### src/gf2m_pkg.sv
// Package for the GF(2^m) arithmetic unit: widths, action codes, cell types.
// Used by the cell, the row and the top level; no dependencies.
package gf2m_pkg;
   localparam int ElemBits   = 32;
   localparam int DegBits    = 6;
   localparam int ActBits    = 3;
   localparam int CsrIdxBits = 1;
   localparam int CntBits    = 6;

   typedef enum logic [ActBits-1:0] {
      ACT_ADD = 3'd0,
      ACT_SUB = 3'd1,
      ACT_MUL = 3'd2,
      ACT_DIV = 3'd3,
      ACT_INV = 3'd4
   } action_type;

   localparam logic [CsrIdxBits-1:0] CSR_DEGREE = 1'b0;
   localparam logic [CsrIdxBits-1:0] CSR_POLY   = 1'b1;

   typedef enum logic [2:0] {
      ST_IDLE,
      ST_MUL,
      ST_SQR,
      ST_PMUL,
      ST_FMUL,
      ST_DONE
   } state_type;

   // control handed along the row of cells for one multiply
   typedef struct packed {
      logic                start;
      logic [ElemBits-1:0] top;
      logic [ElemBits-1:0] mask;
      logic [ElemBits-1:0] poly;
   } mul_ctl_type;
endpackage

### src/gf2m_cell.sv
// One bit-slice cell of the shift-and-add multiplier.
// Depends on gf2m_pkg.
module gf2m_cell (
   input  logic clock,
   input  logic start,
   input  logic shift_in,
   input  logic top_bit,
   input  logic poly_bit,
   input  logic mask_bit,
   input  logic a_bit,
   input  logic b_bit,
   output logic acc_bit
);
   import gf2m_pkg::*;
   logic acc_ff, acc_in;

   // acc = ((acc<<1) ^ (top ? poly : 0)) ^ (b ? a : 0), masked to m bits
   always_comb begin
      acc_in = (shift_in ^ (top_bit & poly_bit)) & mask_bit;
      acc_in = acc_in ^ (b_bit & a_bit);
      if (start) acc_in = b_bit & a_bit;
   end

   always_ff @(posedge clock) begin
      acc_ff <= acc_in;
   end

   assign acc_bit = acc_ff;
endmodule

### src/gf2m_mul_row.sv
// Row of cells doing one reduced product, one bit of b per cycle.
// Depends on gf2m_pkg and gf2m_cell.
module gf2m_mul_row (
   input  logic                          clock,
   input  gf2m_pkg::mul_ctl_type         ctl,
   input  logic [gf2m_pkg::ElemBits-1:0] a,
   input  logic                          b_bit,
   output logic [gf2m_pkg::ElemBits-1:0] acc
);
   import gf2m_pkg::*;
   logic [ElemBits-1:0] shifted;
   logic                top_hit;

   // bit m of the shifted accumulator, i.e. bit m-1 of acc
   assign top_hit = |(acc & ctl.top);
   assign shifted = {acc[ElemBits-2:0], 1'b0};

   for (genvar i = 0; i < ElemBits; i++) begin : g_cell
      gf2m_cell u_cell (
         .clock    (clock),
         .start    (ctl.start),
         .shift_in (shifted[i]),
         .top_bit  (top_hit),
         .poly_bit (ctl.poly[i]),
         .mask_bit (ctl.mask[i]),
         .a_bit    (a[i]),
         .b_bit    (b_bit),
         .acc_bit  (acc[i])
      );
   end
endmodule

### src/gf2m_arithmetic_unit.sv
// Top level of the GF(2^m) arithmetic unit: handshakes, sequencer, multiplier row.
// Depends on gf2m_pkg and gf2m_mul_row.
//
// Usage: words enter on req_ (tdata = action, operand_a, operand_b) and one
// result word leaves on rsp_ per request (tdata = result, zero_divisor).
// csr_ writes field_degree (index 0) or reduction_low_terms (index 1); write
// only while idle. Reset restores degree 8 and polynomial 0x1D.
// One item at a time. Add/subtract and zero-divisor cases show the result
// the cycle after accept. The multiplier row consumes one bit of b per cycle;
// the product is copied to the result register in the cycle after its last
// bit, and a following multiply reads it straight from the row in that cycle.
// Inverse: m squarings and m-1 extra multiplies. Divide adds one more
// multiply. req_tready returns the cycle after the result is taken.
// The result sits in an output register until rsp_tready; a stalled receiver
// holds the block and req_tready stays low until the result is taken.
module gf2m_arithmetic_unit (
   input  logic        clock,
   input  logic        reset,
   input  logic        req_tvalid,
   output logic        req_tready,
   input  logic [71:0] req_tdata,   // action[2:0], operand_a[34:3], operand_b[66:35]
   output logic        rsp_tvalid,
   input  logic        rsp_tready,
   output logic [39:0] rsp_tdata,   // result[31:0], zero_divisor[32]
   input  logic        csr_valid,
   output logic        csr_ready,
   input  logic [gf2m_pkg::CsrIdxBits-1:0] csr_index,
   input  logic [31:0] csr_data
);
   import gf2m_pkg::*;

   logic [DegBits-1:0]  deg_ff;
   logic [ElemBits-1:0] poly_ff;
   state_type           state_ff, state_in;
   logic [ActBits-1:0]  act_ff;
   logic [ElemBits-1:0] a_ff, b_ff, r_ff, r_in;
   logic [CntBits-1:0]  bit_ff, bit_in;     // bit index of b within a multiply
   logic [CntBits-1:0]  exp_ff, exp_in;     // exponent bits left
   logic                zero_ff;
   logic                cap_ff;             // row holds a finished product
   logic [ElemBits-1:0] mop_a, mop_b, acc, r_cur;
   logic [ElemBits-1:0] mask, top;
   logic [CntBits-1:0]  m_eff;
   logic                accept, mul_last, start;
   mul_ctl_type         ctl;
   logic [ElemBits-1:0] in_a, in_b;
   logic [DegBits-1:0]  m_dec;

   assign csr_ready = 1'b1;
   always_ff @(posedge clock) begin
      if (reset) begin
         deg_ff  <= 6'd8;
         poly_ff <= 32'd29;
      end else if (csr_valid && csr_ready) begin
         if (csr_index == CSR_DEGREE) deg_ff  <= csr_data[DegBits-1:0];
         else                         poly_ff <= csr_data;
      end
   end

   // effective degree, kept as m-1 in 6 bits (range 1..31)
   always_comb begin
      if (deg_ff < 6'd2)        m_dec = 6'd1;
      else if (deg_ff > 6'd32)  m_dec = 6'd31;
      else                      m_dec = deg_ff - 6'd1;
      m_eff = m_dec;
      mask  = {ElemBits{1'b1}} >> (5'd31 - m_dec[4:0]);
      top   = 32'd1 << m_dec[4:0];
   end

   assign req_tready = (state_ff == ST_IDLE);
   assign accept     = req_tvalid && req_tready;
   assign in_a       = req_tdata[34:3] & mask;
   assign in_b       = req_tdata[66:35] & mask;
   assign mul_last   = (bit_ff == 6'd0);

   // running value: the row output in the cycle its product is ready
   assign r_cur = cap_ff ? acc : r_ff;

   // operand selection for the multiplier row
   always_comb begin
      case (state_ff)
         ST_MUL:  begin mop_a = a_ff;  mop_b = b_ff; end
         ST_SQR:  begin mop_a = r_cur; mop_b = r_cur; end
         ST_PMUL: begin mop_a = r_cur; mop_b = (act_ff == ACT_DIV) ? b_ff : a_ff; end
         ST_FMUL: begin mop_a = a_ff;  mop_b = r_cur; end
         default: begin mop_a = a_ff;  mop_b = b_ff; end
      endcase
   end

   assign start = (bit_ff == m_eff);
   assign ctl   = '{start: start, top: top, mask: mask, poly: poly_ff & mask};

   gf2m_mul_row u_row (
      .clock (clock),
      .ctl   (ctl),
      .a     (mop_a),
      .b_bit (mop_b[bit_ff[4:0]]),
      .acc   (acc)
   );

   // next state
   always_comb begin
      state_in = state_ff;
      case (state_ff)
         ST_IDLE: if (accept) begin
            case (req_tdata[2:0])
               ACT_MUL: state_in = ST_MUL;
               ACT_DIV: state_in = (in_b == '0) ? ST_DONE : ST_SQR;
               ACT_INV: state_in = (in_a == '0) ? ST_DONE : ST_SQR;
               default: state_in = ST_DONE;
            endcase
         end
         ST_MUL:  if (mul_last) state_in = ST_DONE;
         ST_SQR:  if (mul_last) state_in = (exp_ff != 6'd1) ? ST_PMUL
                                          : ((act_ff == ACT_DIV) ? ST_FMUL : ST_DONE);
         ST_PMUL: if (mul_last) state_in = ST_SQR;
         ST_FMUL: if (mul_last) state_in = ST_DONE;
         ST_DONE: if (rsp_tvalid && rsp_tready) state_in = ST_IDLE;
         default: state_in = ST_IDLE;
      endcase
   end

   // datapath updates
   always_comb begin
      r_in   = r_cur;
      bit_in = bit_ff;
      exp_in = exp_ff;
      case (state_ff)
         ST_IDLE: begin
            bit_in = m_eff;
            exp_in = m_eff + 6'd1;
            case (req_tdata[2:0])
               ACT_ADD, ACT_SUB: r_in = in_a ^ in_b;
               ACT_DIV:          r_in = (in_b == '0) ? '0 : 32'd1;
               ACT_INV:          r_in = (in_a == '0) ? '0 : 32'd1;
               default:          r_in = '0;
            endcase
         end
         ST_MUL, ST_SQR, ST_PMUL, ST_FMUL: begin
            bit_in = mul_last ? m_eff : (bit_ff - 6'd1);
            if (mul_last && state_ff == ST_PMUL) exp_in = exp_ff - 6'd1;
         end
         default: ;
      endcase
   end

   always_ff @(posedge clock) begin
      if (reset) begin
         state_ff <= ST_IDLE;
         cap_ff   <= 1'b0;
      end else begin
         state_ff <= state_in;
         cap_ff   <= (state_ff != ST_IDLE) && (state_ff != ST_DONE) && mul_last;
      end
      bit_ff <= bit_in;
      exp_ff <= exp_in;
      r_ff   <= r_in;
      if (accept) begin
         act_ff  <= req_tdata[2:0];
         a_ff    <= in_a;
         b_ff    <= in_b;
         zero_ff <= ((req_tdata[2:0] == ACT_DIV) && (in_b == '0))
                 || ((req_tdata[2:0] == ACT_INV) && (in_a == '0));
      end
   end

   assign rsp_tvalid = (state_ff == ST_DONE) && !cap_ff;
   assign rsp_tdata  = {7'd0, zero_ff, r_ff & mask};
endmodule

### config.mk
export PLATFORM = sky130hd
export DESIGN_NAME = gf2m_arithmetic_unit
export DESIGN_NICKNAME = d
export VERILOG_FILES = /design/src/gf2m_pkg.sv /design/src/gf2m_cell.sv /design/src/gf2m_mul_row.sv /design/src/gf2m_arithmetic_unit.sv
export SDC_FILE = /design/constraint.sdc
export NUM_CORES = 1
export LEC_CHECK = 0
export ABC_AREA = 1
export ABC_CLOCK_PERIOD_IN_PS = 8850
export BUFFER_PORTS_ARGS = -buffer_cell sky130_fd_sc_hd__buf_4
export CAP_MARGIN = 20
export CELL_PAD_IN_SITES_DETAIL_PLACEMENT = 1
export CELL_PAD_IN_SITES_GLOBAL_PLACEMENT = 1
export CORE_MARGIN = 1
export CORE_UTILIZATION = 39
export CTS_BUF_LIST = sky130_fd_sc_hd__clkbuf_4 sky130_fd_sc_hd__clkbuf_8
export DETAILED_ROUTE_END_ITERATION = 8
export GPL_ROUTABILITY_DRIVEN = 0
export PLACE_DENSITY_LB_ADDON = 0.12
export SKIP_CTS_REPAIR_TIMING = 1
export SYNTH_ARGS = -nofsm -noshare
export SYNTH_HDL_FRONTEND = slang
export SYNTH_HIERARCHICAL = 1
export SYNTH_SLANG_ARGS = --single-unit
### constraint.sdc
create_clock -name clock -period 8.85 [get_ports clock]
set_input_delay 0 -clock clock [delete_from_list [all_inputs] [get_ports clock]]
set_output_delay 0 -clock clock [all_outputs]
set_load 0.02 [all_outputs]
Word level (Yosys, flattened, before mapping). Cells that the tools add are included.

Add/subtract/negate cells: 5. Magnitude comparators: 3. Equality and inequality tests: 19. Shift-type cells: 2. Muxes and demuxes: 59. Bitwise logic cells: 166. Reductions and logical operators: 27.

Operators by type and width (number): $and A32 B32 Y32 (5); $mux W32 (4); $and A1 B1 Y1 (96); $pmux W32 S3 (1); $logic_not A32 Y1 (2); $pmux W32 S2 (1); $xor A1 B1 Y1 (63); $mux W1 (36); $reduce_or A32 Y1 (1); $shl A1 B5 Y32 const A (1); $shr A32 B5 Y32 const A (1); $xor A32 B32 Y32 (1); $mux W3 (8); $mux W6 (4); $pmux W6 S2 (2); $sub A6 B1 Y6 const B (3); $eq A3 B2 Y1 const B (5); $pmux W3 S5 (1); $eq A3 B3 Y1 const B (3); $pmux W3 S3 (1); $logic_and A1 B1 Y1 (8); $ne A2 B2 Y1 const B (4); $reduce_or A2 Y1 (4); $add A6 B1 Y6 const B (1); 20 further kinds (25).

Register bits after elaboration: 186. Output and inout bits: 43.

Longest topological paths before layout. Gate-level depths: netlist of run 1.

Depth after elaboration: 11. Mapped depth: 24. Gate-level depth less buffers: 23.

By module. Netlist of run 1, hierarchy kept.

By module, submodules not included: gf2m_arithmetic_unit (instances 1, cells an instance 1320, area each 9300.2 um^2); gf2m_cell (instances 32, cells an instance 14, area each 76.3 um^2); gf2m_mul_row (instances 1, cells an instance 64, area each 240.2 um^2).

Least setup slack after synthesis of run 1. OpenSTA, ideal clock, no wires.

Path type: reg2reg. Start point: reg deg_ff[0]. End point: reg u_row.g_cell[10].u_cell.acc_ff. Library setup time: 0.109 ns. Data arrival time: 8.677 ns. Setup slack: 0.064 ns. Stages on the path, launching flop included: 14. Period minus slack after synthesis: 8.786 ns. Path through: dfxtp_1 inv_1 ha_1 xnor2_1 nand2_2 nand2_2 buf_6 a2111o_1 a2111oi_0 nor2_2 nand3_1 nand2_1 nand2_1 inv_1.

RTL lines: start: declaration (line gf2m_arithmetic_unit.sv:32) `logic [DegBits-1:0] deg_ff;`; start signal: assignment (line gf2m_arithmetic_unit.sv:55) `if (csr_index == CSR_DEGREE) deg_ff <= csr_data[DegBits-1:0];`; end signal: assignment (line gf2m_cell.sv:25) `acc_ff <= acc_in;`; end: declaration (line gf2m_cell.sv:15) `logic acc_ff, acc_in;`.

Final worst setup path of run 1.
Start point: reg state_ff[2]. End point: reg u_row.g_cell[17].u_cell.acc_ff.

Word-level cells in the longest chain between the ends: 8. Elaborated cells between the ends (all ways): 12. Classes of those cells: eq/ne: 3; mux: 5; bitwise: 2; reduce/logical: 2.

RTL lines: start: declaration (line gf2m_arithmetic_unit.sv:34) `state_type state_ff, state_in;`; start signal: assignment (line gf2m_arithmetic_unit.sv:152) `state_ff <= state_in;`; $eq A3 B2 Y1 or $eq A3 B3 Y1 (tied branches) (line gf2m_arithmetic_unit.sv:81) `case (state_ff)`; $reduce_or A2 Y1 (no source line); $pmux W32 S2 (line gf2m_arithmetic_unit.sv:81); $bmux W1 S5 (line gf2m_arithmetic_unit.sv:97) `.b_bit (mop_b[bit_ff[4:0]]),`; $mux W1 (not written as such) (line gf2m_arithmetic_unit.sv:97); $and A1 B1 Y1 (*) (line gf2m_cell.sv:20, gf2m_cell.sv:21); $xor A1 B1 Y1 (line gf2m_cell.sv:20) `acc_in = acc_in ^ (b_bit & a_bit);`; $mux W1 (*) (line gf2m_cell.sv:21) `if (start) acc_in = b_bit & a_bit;`; net u_row.g_cell[17].u_cell.acc_in (line gf2m_cell.sv:15); end signal: assignment (line gf2m_cell.sv:25); end: declaration (line gf2m_cell.sv:15).

Mark *: on every way through the listed nets, which the timed path passes. The rest lies on a longest branch. The select of a mux whose other input is x is not followed. A chain may end at the register's enable or synchronous reset.

==> results.md, run 1 <==
- Status: finished with violations
- Failing checks: negative hold slack
- Worst reg2reg path endpoint: u_row/g_cell[17].u_cell/acc_bit
- Min-delay worst type: in -> reg
- Commonest non-fill, non-tap cell in the layout: nand2_1
- Register area share after synthesis: 0.3776
- Io pins: 153
- Fin. Hold Viols: 1
- Post-synth ARST share: 0
- Critical Path Stages: 19
- Diode count: 0
- Final ANT Viol Nets: 0
- Largest cells by area after synthesis: edfxtp_1 20%, dfxtp_1 18%, nand2_1 16%
- Crit-path cells: nor2_1 > nand2_1 > nand2_1 > nor2_4 > buf_4 > nand2_1 > o211ai_1 > a21oi_1 > nand2_1 > o211ai_1 > nand3_1 > nand3_1 > nand2_1 > buf_4 > nand2_1 > inv_1 > nand4_1 > nand2_1 > inv_1
- Min-Delay Endpoint: state_ff[1]
- CP max FO: 25
- Initial antenna violation count: 0
- Syn_area_per_cell: 6.541 sq um
- Slack of the worst reg-to-reg path: roughly 4.1 ns
- Largest net degree at the start of global routing: 59
- Routed vias: 13,179
- Slowest CP cell: nand2_1
- Filler cells: 3,988
- Post-synth top area share: 0.2005
- Static leakage: 7.465 nW
- Synth Flop Type: dfxtp_1
- Htree depth: 4
- Setup_tns: 0 ns
- CP peak stage delay: 0.66 ns
- Setup Crit Path Kind: reg -> reg
- Die width: ~180 um
- CTS Buf Count: 17
- FF/Latch Area: 0.004526 sq mm
- Clk sink count: approximately 190
- Peak VDD IR: 0.1646 mV
- Syn. warnings: 6
- Port bufs: 139
- Die Y: 177.3 um
- RR Startpoint: state_ff[2]
- Reg clk slew, reported paths: roughly 0.12 ns
- Worst setup SP type: flip-flop
- Slew of the pin with the lowest slew margin: about 1.1 ns
- WL final: 49,440 um
- Power per cell area: 284.3 mW/mm^2
- Overall routing resource usage: 0.3079
- CP dominant cell by count: nand2_1
- Slew Limit Headroom: 0.2641
- Fin util: 0.4954
- Share of cells above drive strength 1: 0.1215
- RSZ-0062 raised after global routing: no
- Post-Syn Area: roughly 0.012 sq mm
- Root Driver: clkbuf_8
- Yosys cell types: 43
- Detailed-route wire length per cell: 20.13 um
- Largest area contributor in the netlist: edfxtp_1
- Worst Hold Depth: 5
- Max Slew Vio Count: 0
- FF-to-FF path depth: 19
- Die area: 0.03143 sq mm
- Worst path top cell family by delay: simple AND/OR/NAND/NOR gates
- Crit path capture type: flip-flop
- Min Tclk post-route: 4.762 ns
- Hold_sp: rsp_tready
- Router iterations before antenna repair: 5
- Number of global-route vias before repair: 12,855
- Vias/cell: 5.366
- Footprint of the multi-input gates: 0.005851 sq mm
- TritonCTS clock tree: done
- Final setup viols: 0
- Clk buf depth: 2
- Remaining global-route overflow: 0
- Post-synth EDFFs: 80
- Hpwl dp: approximately 36,000 um
- # rows: 63
- Worst path bufs/invs: 4
- MaxCap Viol Count: 0
- Arr. time, crit path: between 5 and 6 ns
- #FFs+latches synth: between 150 and 200
- Number of nets in the layout: ~2,200
- Final hold slack: -0.002703 ns
- Core area: 0.02995 sq mm
- Starting Density: 0.4000
- F_max: 210.0 MHz
- Residual DRC: 0
- CP required: 9.27 ns
- Clock Latency Late Sink: approximately 0.53 ns
- Area added between synthesis and finish: 23.85%
- Final Skew: ~0.021 ns
- First-pass GRT wire length: just over 70,000 um
- Syn Inst Count: 1,832
- Most frequent cells in the layout: 496 x nand2_1, 354 x inv_1, 175 x nor2_1
- Final Cycle Share: 0.5380
- DR iter-0 viols: 694
## final cells by class
class / instances / area share
tap: 390 / 0.03288
clock buffer: 17 / 0.01577
sequential: 186 / 0.3049
multi-input combinational: 1230 / 0.3942
clock inverter: 15 / 0.01121
timing repair buffer: 259 / 0.1501
inverter: 359 / 0.09089
## sequential cells by signal (all words and copies together), names as in the netlist
name	cells
zero_ff	1
deg_ff	6
a_ff	32
act_ff	3
exp_ff	6
u_row/g_cell.u_cell/acc_bit	32
poly_ff	32
cap_ff	1
state_ff	3
bit_ff	6
r_ff	32
b_ff	32
## worst reg2reg max path, cell delays in order, from the launching register on
cell,delay [ns]
dfxtp_1,0.42
nor2_1,0.09
nand2_1,0.40
nand2_1,0.67
nor2_4,0.52
buf_4,0.42
nand2_1,0.12
o211ai_1,0.10
a21oi_1,0.11
nand2_1,0.07
o211ai_1,0.15
nand3_1,0.15
nand3_1,0.13
nand2_1,0.30
buf_4,0.46
nand2_1,0.23
inv_1,0.10
nand4_1,0.11
nand2_1,0.08
inv_1,0.03
## per-stage QoR
| step | power [mW] | instance area, sq um | hold WS (ns) | cells | worst slack, ns |
|---|---|---|---|---|---|
| 4_1_cts | 4.142 | 13760 | -0.3472 | 2350 | 4.187 |
| 5_1_grt | 4.483 | 14840 | 0.01242 | 2456 | 3.881 |
| 3_3_place_gp | 3.435 | 13360 | 0.1984 | 2318 | 4.311 |
| 6_report | 4.219 | 14840 | -0.002703 | 2456 | 4.088 |
| 2_1_floorplan | 2.711 | 12010 | 0.06907 | 1840 | 0.06439 |
| 3_5_place_dp | 3.520 | 13360 | 0.2002 | 2318 | 4.223 |
## routing by layer
layer | vias to the layer above | share of wire | global-route usage
met5 | - | 0 | 0
met1 | 6424 | 0.41 | 0.3640
met2 | 408 | 0.50 | 0.5500
met3 | 106 | 0.049 | 0.04510
met4 | 0 | 0.039 | 0.1339
li1 | 6241 | - | -
## synth_stat cells (2+ instances only)
| library cell | number |
|---|---|
| a31oi_1 | 3 |
| ha_1 | 14 |
| a221oi_1 | 16 |
| nand4_1 | 36 |
| buf_1 | 2 |
| nand2_4 | 5 |
| buf_4 | 10 |
| nand2_1 | 498 |
| a22o_1 | 3 |
| a32o_1 | 5 |
| o211ai_1 | 16 |
| mux2_2 | 4 |
| nor3_1 | 16 |
| nor2_2 | 34 |
| clkbuf_1 | 46 |
| o21ai_0 | 161 |
| xnor2_1 | 4 |
| o21ai_1 | 2 |
| inv_1 | 354 |
| a21oi_1 | 59 |
| buf_2 | 3 |
| inv_2 | 3 |
| nor2_1 | 177 |
| edfxtp_1 | 80 |
| dfxtp_1 | 106 |
| o221ai_1 | 3 |
| nand3_1 | 121 |
| nand2_2 | 8 |
| conb_1 | 3 |
| buf_6 | 4 |
| o22ai_1 | 15 |
| nand3_2 | 3 |
| xor2_1 | 8 |
## kinds of logic (layout without fill, tap and decap cells)
| logic type | Yosys count | count (layout) | synth area share |
|---|---|---|---|
| fa+ha+maj | 14 | 14 | 0.01462 |
| compound gates | 288 | 288 | 0.1361 |
| mux | 4 | 4 | 0.003759 |
| other cells | 3 | 11 | 0.0009397 |
| xor+xnor | 12 | 12 | 0.008771 |
| flops | 186 | 186 | 0.3776 |
| buf+inv | 424 | 650 | 0.1389 |
| simple gates | 901 | 901 | 0.3194 |
## where the power goes
group / internal (mW) / switching [mW] / total (mW)
Sequential: 1.19 / 0.211 / 1.40
Clock: 0.256 / 0.363 / 0.619
Combinational: 0.637 / 1.57 / 2.20
Total: 2.08 / 2.14 / 4.22
## how the worst max path moves through the flow
| stage | startpoint | end |
|---|---|---|
| 3_5_place_dp | deg_ff[2] | u_row/g_cell[24].u_cell/acc_bit |
| 5_1_grt | deg_ff[2] | u_row/g_cell[8].u_cell/acc_bit |
| 6_report | state_ff[2] | u_row/g_cell[17].u_cell/acc_bit |
| 2_1_floorplan | deg_ff[0] | u_row/g_cell[10].u_cell/acc_bit |
| 3_3_place_gp | deg_ff[2] | u_row/g_cell[24].u_cell/acc_bit |
| 4_1_cts | deg_ff[2] | u_row/g_cell[24].u_cell/acc_bit |
(Power assumes the default switching activity.)
==> run 2: changes to the inputs <==
- ABC_CLOCK_PERIOD_IN_PS: 8850 -> 4850
- CORE_UTILIZATION: 39 -> 40
- clock period: 8.85 -> 4.85 ns (I/O delays scaled with it)
==> run 2 against run 1 <==
  * The flow still finishes with violations (negative hold slack)
  * Setup slack got worse by 3.0 ns
  * Clock skew increased by 0.010 ns
  * Cell count is 0.33% higher
  * Critical path type unchanged
  * Critical endpoint is now state_ff[1]
  * Largest cell class unchanged
==> results.md, run 2 (synthesized netlist as in run 1, its figures left out) <==
- Core area: 0.02956 sq mm (was 0.02995 sq mm)
- Root Driver: clkbuf_8 (unchanged)
- Pre-CTS setup slack: 1.219 ns (was 4.223 ns)
- Residual DRC: 0 (unchanged)
- Slack of the worst reg-to-reg path: 1.05 ns (was 4.09 ns)
- P_sw: 3.840 mW (was 2.139 mW)
- Initial antenna violation count: 0 (unchanged)
- Number of nets in the layout: 2,185 (was 2,177)
- Commonest non-fill, non-tap cell in the layout: nand2_1 (unchanged)
- Area added between synthesis and finish: 24.43% (was 23.85%)
- Final ANT Viol Nets: 0 (unchanged)
- Footprint of the multi-input gates: 0.005858 sq mm (was 0.005851 sq mm)
- Router iterations before antenna repair: 5 (unchanged)
- Overall routing resource usage: 0.3101 (was 0.3079)
- Combinational fraction of design power: 0.523 (was 0.522)
- Arr. time, crit path: 4.22 ns (was 5.19 ns)
- Largest net degree at the start of global routing: 69 (was 59)
- CP peak stage delay: 0.59 ns (was 0.66 ns)
- Setup_tns: 0 ns (unchanged)
- Min Tclk post-route: 3.796 ns (was 4.762 ns)
- Setup ws final: 1.054 ns (was 4.088 ns)
- WL final: 49,270 um (was 49,440 um)
- TritonCTS clock tree: done (unchanged)
- Routed vias: 13,124 (was 13,179)
- Crit path capture type: flip-flop (unchanged)
- First-pass GRT wire length: 71,220 um (was 71,650 um)
- Power per cell area: 517.7 mW/mm^2 (was 284.3 mW/mm^2)
- Final hold slack: -0.02209 ns (was -0.002703 ns)
- Port bufs: 139 (unchanged)
- Hpwl dp: 35,890 um (was 35,650 um)
- Crit-path cells: nor2_2 > nand3_2 > nand3_1 > ha_1 > ha_1 > inv_1 > a21oi_1 > nand2_1 > nand2_1 > nor2_1 > nand2_1 > nor2_1 > nand2_1 > nand2_1 > nand2_1 > nand2_1 > nand2_1 > nand2_1 > a21oi_1 (was nor2_1 > nand2_1 > nand2_1 > nor2_4 > buf_4 > nand2_1 > o211ai_1 > a21oi_1 > nand2_1 > o211ai_1 > nand3_1 > nand3_1 > nand2_1 > buf_4 > nand2_1 > inv_1 > nand4_1 > nand2_1 > inv_1)
- Slowest CP cell: a21oi_1 (was nand2_1)
- MaxCap Viol Count: 0 (unchanged)
- Switching share of total power: 0.4975 (was 0.5068)
- Die Y: 175.1 um (was 177.3 um)
- Clk sink count: 186 (unchanged)
- Fin. Hold Viols: 3 (was 1)
- Slew of the pin with the lowest slew margin: 1.014 ns (was 1.103 ns)
- Setup Crit Path Kind: reg -> reg (unchanged)
- Number of global-route vias before repair: 12,735 (was 12,855)
- Power share of the clock group: 0.145 (was 0.147)
- Vias/cell: 5.326 (was 5.366)
- F_max: 263.4 MHz (was 210.0 MHz)
- Share of cells above drive strength 1: 0.1249 (was 0.1215)
- Reg clk slew, reported paths: 0.09 ns (was 0.12 ns)
- Io pins: 153 (unchanged)
- Remaining global-route overflow: 0 (unchanged)
- DR iter-0 viols: 992 (was 694)
- Clk buf depth: 2 (unchanged)
- Starting Density: 0.4054 (was 0.4000)
- Most frequent cells in the layout: 496 x nand2_1, 354 x inv_1, 175 x nor2_1 (unchanged)
- Min-delay worst type: in -> reg (unchanged)
- Clock Latency Late Sink: 0.51 ns (was 0.53 ns)
- Peak VDD IR: 0.2430 mV (was 0.1646 mV)
- FF/Latch Area: 0.004526 sq mm (unchanged)
- Status: finished with violations (unchanged)
- Static leakage: 7.510 nW (was 7.465 nW)
- Detailed-route wire length per cell: 19.99 um (was 20.13 um)
- Part of the power in registers: 0.332 (was 0.331)
- Cell-internal power: 3.879 mW (was 2.081 mW)
- Htree depth: 4 (unchanged)
- Slew Limit Headroom: 0.3237 (was 0.2641)
- Final setup viols: 0 (unchanged)
- Final Skew: 0.03092 ns (was 0.02061 ns)
- Worst setup SP type: flip-flop (unchanged)
- Worst path top cell family by delay: simple AND/OR/NAND/NOR gates (unchanged)
- Failing checks: negative hold slack (unchanged)
- # rows: 63 (unchanged)
- CP required: 5.28 ns (was 9.27 ns)
- Die area: 0.03065 sq mm (was 0.03143 sq mm)
- Filler cells: 3,906 (was 3,988)
- Max Slew Vio Count: 0 (unchanged)
- CP dominant cell by count: nand2_1 (unchanged)
- Diode count: 0 (unchanged)
- CTS Buf Count: 17 (unchanged)
- RSZ-0062 raised after global routing: no (unchanged)
- Final Cycle Share: 0.7827 (was 0.5380)
- CP max FO: 11 (was 25)
- Die width: 175.1 um (was 177.3 um)
- Worst path bufs/invs: 1 (was 4)
-- run 2: changes by cell type in the layout (fill, tap and decap cells not counted), sizes merged --
cell      before  now
buf          154  162
clkbuf        17   20
inv          362  363
clkinv         7    6
clkinvlp       3    0
-- run 2: worst paths after layout --
path	from	end	cells past startpoint
worst max-delay path	deg_ff[2]	state_ff[1]	19
worst min-delay path	req_tvalid	state_ff[1]	5
worst max register to register	deg_ff[2]	state_ff[1]	19
worst min register to register	poly_ff[22]	poly_ff[22]	2
-- run 2: power groups by stage --
stage               combinational, mW  clock [mW]  sequential [mW]
floorplan                        2.55           0             2.39
global placement                 3.74           0             2.57
detailed placement               3.88           0             2.59
CTS                              3.90        1.13             2.55
global route                     4.44        1.19             2.60
finish                           4.04        1.12             2.56
-- run 2: worst register-to-register path, delay by kind of cell (launching register included) --
kind,cells,cell delay (ns)
and+or+nand+nor,14,2.06
AOI/OAI and AO/OA,2,0.72
adders and majority gates,2,0.48
DFF,1,0.38
buffers and inverters,1,0.10
-- run 2: metrics by stage --
| step | cells | cell area, sq um | utilization | hold WS, ns | total power, mW |
|---|---|---|---|---|---|
| 3_5_place_dp | 2327 | 13460 | 0.4554 | 0.2007 | 6.473 |
| 3_3_place_gp | 2327 | 13460 | 0.4554 | 0.1991 | 6.311 |
| 5_1_grt | 2464 | 14910 | 0.5044 | 0.03492 | 8.223 |
| 2_1_floorplan | 1840 | 12020 | - | 0.06907 | 4.941 |
| 4_1_cts | 2359 | 13860 | 0.4689 | -0.3240 | 7.591 |
| 6_report | 2464 | 14910 | 0.5044 | -0.02209 | 7.719 |
-- run 2: per-layer routing --
metal | global-route usage | part of all wire | up-vias
met5 | 0 | 0 | -
met4 | 0.1435 | 0.041 | 0
met3 | 0.04069 | 0.051 | 100
met2 | 0.5420 | 0.50 | 420
met1 | 0.3767 | 0.40 | 6355
li1 | - | - | 6249
-- run 2: cell type report --
type | count | area share
Clock buffer | 20 | 0.01762
Clock inverter | 12 | 0.009063
Inverter | 359 | 0.09046
Multi-Input combinational cell | 1230 | 0.3929
Sequential cell | 186 | 0.3035
Tap cell | 390 | 0.03273
Timing Repair Buffer | 267 | 0.1537
